[src/rtl/gsnp_pkg.sv]
// Package for the grid snap nearest point block: constants, codes, types.
// No dependencies.
package gsnp_pkg;

    localparam int unsigned TABLE_DEPTH_DEF = 256;
    localparam int unsigned COORD_W = 32;
    localparam int unsigned IVL_W = 31;

    localparam logic [1:0] CMD_CLEAR = 2'd0;
    localparam logic [1:0] CMD_ADD   = 2'd1;
    localparam logic [1:0] CMD_QUERY = 2'd2;

    localparam logic [1:0] PLANE_XY   = 2'd0;
    localparam logic [1:0] PLANE_YZ   = 2'd1;
    localparam logic [1:0] PLANE_XZ   = 2'd2;
    localparam logic [1:0] PLANE_NONE = 2'd3;

    localparam logic [1:0] SRC_INPUT  = 2'd0;
    localparam logic [1:0] SRC_GRID   = 2'd1;
    localparam logic [1:0] SRC_STORED = 2'd2;

    localparam logic [1:0] REG_PLANE    = 2'd0;
    localparam logic [1:0] REG_INTERVAL = 2'd1;
    localparam logic [1:0] REG_OFFSET   = 2'd2;

    // divider: 34-bit magnitude by 32-bit divisor, one quotient bit a cycle
    localparam int unsigned DIV_N_W = 34;
    localparam int unsigned DIV_D_W = 32;

    typedef enum logic [3:0] {
        ST_IDLE,
        ST_DIV0,
        ST_MUL0,
        ST_DIV1,
        ST_MUL1,
        ST_GDIST,
        ST_READ,
        ST_CMP,
        ST_DONE
    } state_t;

    // divider handshake
    typedef struct packed {
        logic                 start;
        logic [DIV_N_W-1:0]   num;
        logic [DIV_D_W-1:0]   den;
    } div_req_t;

    typedef struct packed {
        logic                 done;
        logic [DIV_N_W-1:0]   quo;
    } div_rsp_t;

endpackage

[src/rtl/gsnp_divider.sv]
// Restoring unsigned divider, one quotient bit per cycle.
// Depends on gsnp_pkg.
module gsnp_divider (
    input  logic              clk,
    input  logic              rst_n,
    input  gsnp_pkg::div_req_t req,
    output gsnp_pkg::div_rsp_t rsp
);
    import gsnp_pkg::*;

    localparam int unsigned CNT_W = $clog2(DIV_N_W + 1);

    logic [DIV_N_W-1:0] quo_reg;
    logic [DIV_D_W:0]   rem_reg;
    logic [DIV_D_W-1:0] den_reg;
    logic [CNT_W-1:0]   cnt_reg;
    logic               busy_reg;
    logic               done_reg;

    logic [DIV_D_W:0]   trial;
    logic [DIV_D_W+1:0] diff;

    // shift in next numerator bit and try subtract
    always_comb
    begin
        trial = {rem_reg[DIV_D_W-1:0], quo_reg[DIV_N_W-1]};
        diff  = {1'b0, trial} - {2'b00, den_reg};
    end

    always_ff @(posedge clk or negedge rst_n)
    begin
        if (!rst_n)
        begin
            busy_reg <= 1'b0;
            done_reg <= 1'b0;
            cnt_reg  <= '0;
        end
        else
        begin
            done_reg <= 1'b0;
            if (req.start)
            begin
                busy_reg <= 1'b1;
                cnt_reg  <= CNT_W'(DIV_N_W);
            end
            else if (busy_reg)
            begin
                cnt_reg <= cnt_reg - CNT_W'(1);
                if (cnt_reg == CNT_W'(1))
                begin
                    busy_reg <= 1'b0;
                    done_reg <= 1'b1;
                end
            end
        end
    end

    always_ff @(posedge clk)
    begin
        if (req.start)
        begin
            quo_reg <= req.num;
            den_reg <= req.den;
            rem_reg <= '0;
        end
        else if (busy_reg)
        begin
            if (!diff[DIV_D_W+1])
            begin
                rem_reg <= diff[DIV_D_W:0];
                quo_reg <= {quo_reg[DIV_N_W-2:0], 1'b1};
            end
            else
            begin
                rem_reg <= trial;
                quo_reg <= {quo_reg[DIV_N_W-2:0], 1'b0};
            end
        end
    end

    assign rsp.done = done_reg;
    assign rsp.quo  = quo_reg;

endmodule
[config.mk]
export PLATFORM = sky130hd
export DESIGN_NAME = gsnp_divider
export DESIGN_NICKNAME = d
export VERILOG_FILES = /design/src/rtl/gsnp_pkg.sv /design/src/rtl/gsnp_divider.sv
export SDC_FILE = /design/constraint.sdc
export NUM_CORES = 1
export LEC_CHECK = 0
export ABC_AREA = 1
export BUFFER_PORTS_ARGS = -buffer_cell sky130_fd_sc_hd__buf_2
export CAP_MARGIN = 25
export CELL_PAD_IN_SITES_DETAIL_PLACEMENT = 0
export CELL_PAD_IN_SITES_GLOBAL_PLACEMENT = 1
export CORE_ASPECT_RATIO = 1.2
export CORE_UTILIZATION = 30
export CTS_CLUSTER_DIAMETER = 80
export DETAILED_ROUTE_END_ITERATION = 16
export PLACE_DENSITY = 0.61
export SLEW_MARGIN = 20
export SYNTH_ARGS = -nofsm -noshare
export SYNTH_HDL_FRONTEND = slang
export SYNTH_SLANG_ARGS = --single-unit
export TNS_END_PERCENT = 5
[constraint.sdc]
create_clock -name clk -period 6.7 [get_ports clk]
set_input_delay 1.005 -clock clk [delete_from_list [all_inputs] [get_ports clk]]
set_output_delay 1.005 -clock clk [all_outputs]
set_load 0.02 [all_outputs]
==> results.sh <==
export IMPL_dp_final_hpwl_um=15000
export IMPL_first_pass_grt_wire_length_um=31800
export IMPL_worst_path_buf_inv=2
export IMPL_post_route_drc_count=0
export IMPL_die_y_um=170
export IMPL_post_dp_cell_area_um2=7840
export IMPL_synth_fa_ha_area_share_pct=6.33
export IMPL_timing_hold_worst_class="input pin to asynchronous set/reset pin"
export IMPL_synth_simple_gate_area_share_pct=36.5
export IMPL_arrival_ps=3010
export IMPL_grt_start_max_net_pins=53
export IMPL_mapped_cells=1003
export IMPL_start_util_pct=30.4
export IMPL_floorplan_core_area_um2=23100
export IMPL_critPathMaxStageDelay_ps=460
export IMPL_stdcell_area_um2=8140
export IMPL_post_place_ws_ps=3830
export IMPL_synth_top_cell_area_share_pct=28.1
export IMPL_nNetsFinal=1200
export IMPL_synth_cell_area_um2=7040
export IMPL_port_buffers=103
export IMPL_run_status="finished, final reports clean"
export IMPL_synthMuxAreaShare_pct=0
export IMPL_finalClockSkew_ps=10.5
export IMPL_grt_setup_unrepaired="false"
export IMPL_tritoncts="done"
export IMPL_post_cts_buffers=0
export IMPL_clock_tree_buffer_depth=2
export IMPL_sequential_cell_area_fraction_in_the_yosys_report_pct=40.1
export IMPL_worstMarginPinSlew_ps=854
export IMPL_synth_area_per_cell_um2=7.02
export IMPL_synth_cell_types=38
export IMPL_grt_util_all_layers_pct=17.3
export IMPL_grt_pass1_vias=6032
export IMPL_ys_top_cells_by_area="sky130_fd_sc_hd__edfxtp_1 (28%), sky130_fd_sc_hd__nand2_1 (22%), sky130_fd_sc_hd__inv_1 (9.7%)"
export IMPL_wirelength_um=20000
export IMPL_synth_seq_cells=106
export IMPL_floorplan_die_width_um=142
export IMPL_clkSlewWorstSetupHoldPaths_ps=80
export IMPL_cts_resized=0
export IMPL_synthArstFlopShare_pct=7.55
export IMPL_synth_net_count=1107
export IMPL_required_ps=7010
export IMPL_min_period_over_period_pct=40.3
export IMPL_grt_antenna_before_repair=0
export IMPL_cts_inserted_buffers=9
export IMPL_criticalPathCategory="register to register"
export IMPL_synth_compound_area_share_pct=3.32
export IMPL_fill_cells=2503
export IMPL_cpMaxStageDelayCell="sky130_fd_sc_hd__nor2_8"
export IMPL_ctsHtreeMaxLevel=3
export IMPL_detail_route_wl_per_cell_um=14.2
export IMPL_r2r_end="rem_reg[20]$_SDFFE_PP0P_"
export IMPL_category_of_cells_accounting_for_the_largest_share_of_critical_path_delay="simple AND/OR/NAND/NOR gates"
export IMPL_holdBufCountCts=0
export IMPL_critical_path_cell_chain="inv_1, ha_1, nand2_1, inv_1, nand2_1, nand2_1, a21oi_4, nor2_4, nor2_8, nand2_4, nand2_1, nand3_1, nand2_1"
export IMPL_worstReg2RegStart="den_reg[19]$_DFFE_PP_"
export IMPL_worst_setup_path_end_kind="register"
export IMPL_finalSetupViolCount=0
export IMPL_detail_route_first_pass_iterations=7
export IMPL_fin_tns_setup_ps=0
export IMPL_maxSlewHeadroom_pct=43.1
export IMPL_insertedDiodeCount=0
export IMPL_power_per_cell_area_nw_per_um2=376
export IMPL_leakagePower_nw=4.41
export IMPL_drive_gt1_share_pct=14.6
export IMPL_synth_flop_cell="sky130_fd_sc_hd__edfxtp_1"
export IMPL_crit_top_cell="sky130_fd_sc_hd__nand2_1"
export IMPL_reg2reg_depth=13
export IMPL_max_clock_freq_ghz=0.370
export IMPL_timing_final_hold_violations=0
export IMPL_synth_area_leader_cell="sky130_fd_sc_hd__edfxtp_1"
export IMPL_number_of_enable_flip_flop_cells_after_synthesis=66
export IMPL_ant_nets=0
export IMPL_peakVddDrop_uv=139
export IMPL_dr_total_vias=6135
export IMPL_yosys_area_share_xor_xnor_pct=1.74
export IMPL_area_delta_synth_final_pct=15.6
export IMPL_cts_num_sinks=106
export IMPL_post_route_min_period_ps=2700
export IMPL_grt_ovfl_total=0
export IMPL_layout_core_utilization_pct=35.2
export IMPL_worstSetupStartpointType="register"
export IMPL_slew_violations=0
export IMPL_finalWeightedCongestion=0.820
export IMPL_drv_max_cap_violation_count=0
export IMPL_top_level_ports=104
export IMPL_cts_root_buffer_cell="sky130_fd_sc_hd__clkbuf_16"
export IMPL_avgViaCountPerCell=4.33
export IMPL_count_of_routing_violations_after_the_opening_detailed_route_iteration=239
export IMPL_synth_top_family_by_area="simple AND/OR/NAND/NOR gates"
export IMPL_fp_dieArea_um2=24100
export IMPL_r2r_slack_ps=4000
export IMPL_ys_warnings_count=0
export IMPL_floorplan_rows=61
export IMPL_largest_register_ffs=34
export IMPL_fin_ws_ps=4000
export IMPL_crit_path_max_fanout=34
export IMPL_clock_latency_ps=360
-- cell usage after synthesis (2+ instances only) --
cell / count
sky130_fd_sc_hd__buf_2: 5
sky130_fd_sc_hd__dfxtp_1: 32
sky130_fd_sc_hd__inv_2: 6
sky130_fd_sc_hd__ha_1: 34
sky130_fd_sc_hd__nand4_1: 9
sky130_fd_sc_hd__nor4_1: 3
sky130_fd_sc_hd__buf_1: 2
sky130_fd_sc_hd__o21bai_1: 2
sky130_fd_sc_hd__buf_6: 3
sky130_fd_sc_hd__nor2_1: 44
sky130_fd_sc_hd__nor2_2: 2
sky130_fd_sc_hd__nand2_1: 408
sky130_fd_sc_hd__dfrtp_1: 8
sky130_fd_sc_hd__a21oi_1: 19
sky130_fd_sc_hd__nand3b_1: 14
sky130_fd_sc_hd__edfxtp_1: 66
sky130_fd_sc_hd__xnor2_1: 13
sky130_fd_sc_hd__nand2_4: 2
sky130_fd_sc_hd__inv_1: 182
sky130_fd_sc_hd__nor3_2: 2
sky130_fd_sc_hd__o21ai_0: 5
sky130_fd_sc_hd__nand2_2: 9
sky130_fd_sc_hd__nor2_4: 2
sky130_fd_sc_hd__buf_4: 2
sky130_fd_sc_hd__nand3_2: 10
sky130_fd_sc_hd__clkbuf_1: 11
sky130_fd_sc_hd__nand3_1: 80
sky130_fd_sc_hd__nor3_1: 7
sky130_fd_sc_hd__o21ai_1: 12
-- worst max path at each step --
stage,start,to,slack (ps),depth (start not counted)
CTS,den_reg[22]$_DFFE_PP_,rem_reg[20]$_SDFFE_PP0P_,3910,13
global placement,req[66],rem_reg[0]$_SDFFE_PP0P_,3890,6
floorplan,req[66],quo_reg[0]$_DFFE_PP_,3630,4
detailed placement,req[66],rem_reg[0]$_SDFFE_PP0P_,3830,6
finish,den_reg[19]$_DFFE_PP_,rem_reg[20]$_SDFFE_PP0P_,4000,13
global route,den_reg[22]$_DFFE_PP_,rem_reg[1]$_SDFFE_PP0P_,3690,13
-- final cells by class --
type                            instances  area, um^2  area share [%]
Multi-Input combinational cell        685        3380            41.5
Sequential cell                       106        2820            34.7
Inverter                              188         707            8.69
Timing Repair Buffer                  106         538            6.61
Tap cell                              315         394            4.84
Clock buffer                           10         239            2.94
Clock inverter                          6        61.3           0.753
-- stage by stage --
stage          hold WS (ps)  power [mW]  cells
4_1_cts                 464        3.11   1416
3_5_place_dp            465        2.55   1400
6_report                470        3.06   1416
2_1_floorplan           444        2.16   1003
5_1_grt                 470        3.34   1416
3_3_place_gp            462        2.54   1400
-- per-layer routing --
metal | track usage [%] | share of wire [%] | vias up
met5 | 0 | 0 | -
met4 | 3.79 | 0.88 | 0
met3 | 3.57 | 4.6 | 9
met2 | 29.9 | 48 | 124
met1 | 22.1 | 47 | 2724
li1 | - | - | 3278
-- layout by cell type (no fill, tap or decap), types with 2 or more instances in the layout --
master                      count
sky130_fd_sc_hd__o21ai_0        5
sky130_fd_sc_hd__nand2_2        9
sky130_fd_sc_hd__nor2_1        43
sky130_fd_sc_hd__edfxtp_1      66
sky130_fd_sc_hd__inv_1        180
sky130_fd_sc_hd__nand2_4        2
sky130_fd_sc_hd__o21ai_1       12
sky130_fd_sc_hd__ha_1          34
sky130_fd_sc_hd__clkbuf_16      9
sky130_fd_sc_hd__nor3_1         7
sky130_fd_sc_hd__o21bai_1       2
sky130_fd_sc_hd__clkinv_4       2
sky130_fd_sc_hd__dfxtp_1       32
sky130_fd_sc_hd__nand4_1        9
sky130_fd_sc_hd__a21oi_1       19
sky130_fd_sc_hd__xnor2_1       13
sky130_fd_sc_hd__dfrtp_1        8
sky130_fd_sc_hd__nor3_2         2
sky130_fd_sc_hd__nor2_2         3
sky130_fd_sc_hd__nand3_2       10
sky130_fd_sc_hd__nor2_4         2
sky130_fd_sc_hd__nand3b_1      14
sky130_fd_sc_hd__nand2_1      408
sky130_fd_sc_hd__buf_2        103
sky130_fd_sc_hd__nand3_1       80
sky130_fd_sc_hd__buf_4          3
sky130_fd_sc_hd__nor4_1         3
sky130_fd_sc_hd__inv_2          7
-- report_power, final --
part / leakage [nW] / switching (mW) / total (mW) / internal, mW
Clock: 0.144 / 0.277 / 0.548 / 0.272
Sequential: 1.05 / 0.0833 / 0.913 / 0.829
Combinational: 3.22 / 1.04 / 1.60 / 0.557
-- cells by family (layout without fill, tap and decap cells) --
| kind of cell | count (synthesis) | after routing |
|---|---|---|
| AND/OR/NAND/NOR | 594 | 594 |
| flip-flops | 106 | 106 |
| adder cells (fa/ha/maj) | 35 | 35 |
| buffers and inverters | 212 | 310 |
| XOR/XNOR | 14 | 14 |
| AO/OA/AOI/OAI | 42 | 42 |
Power figures use the tool's default switching activity.
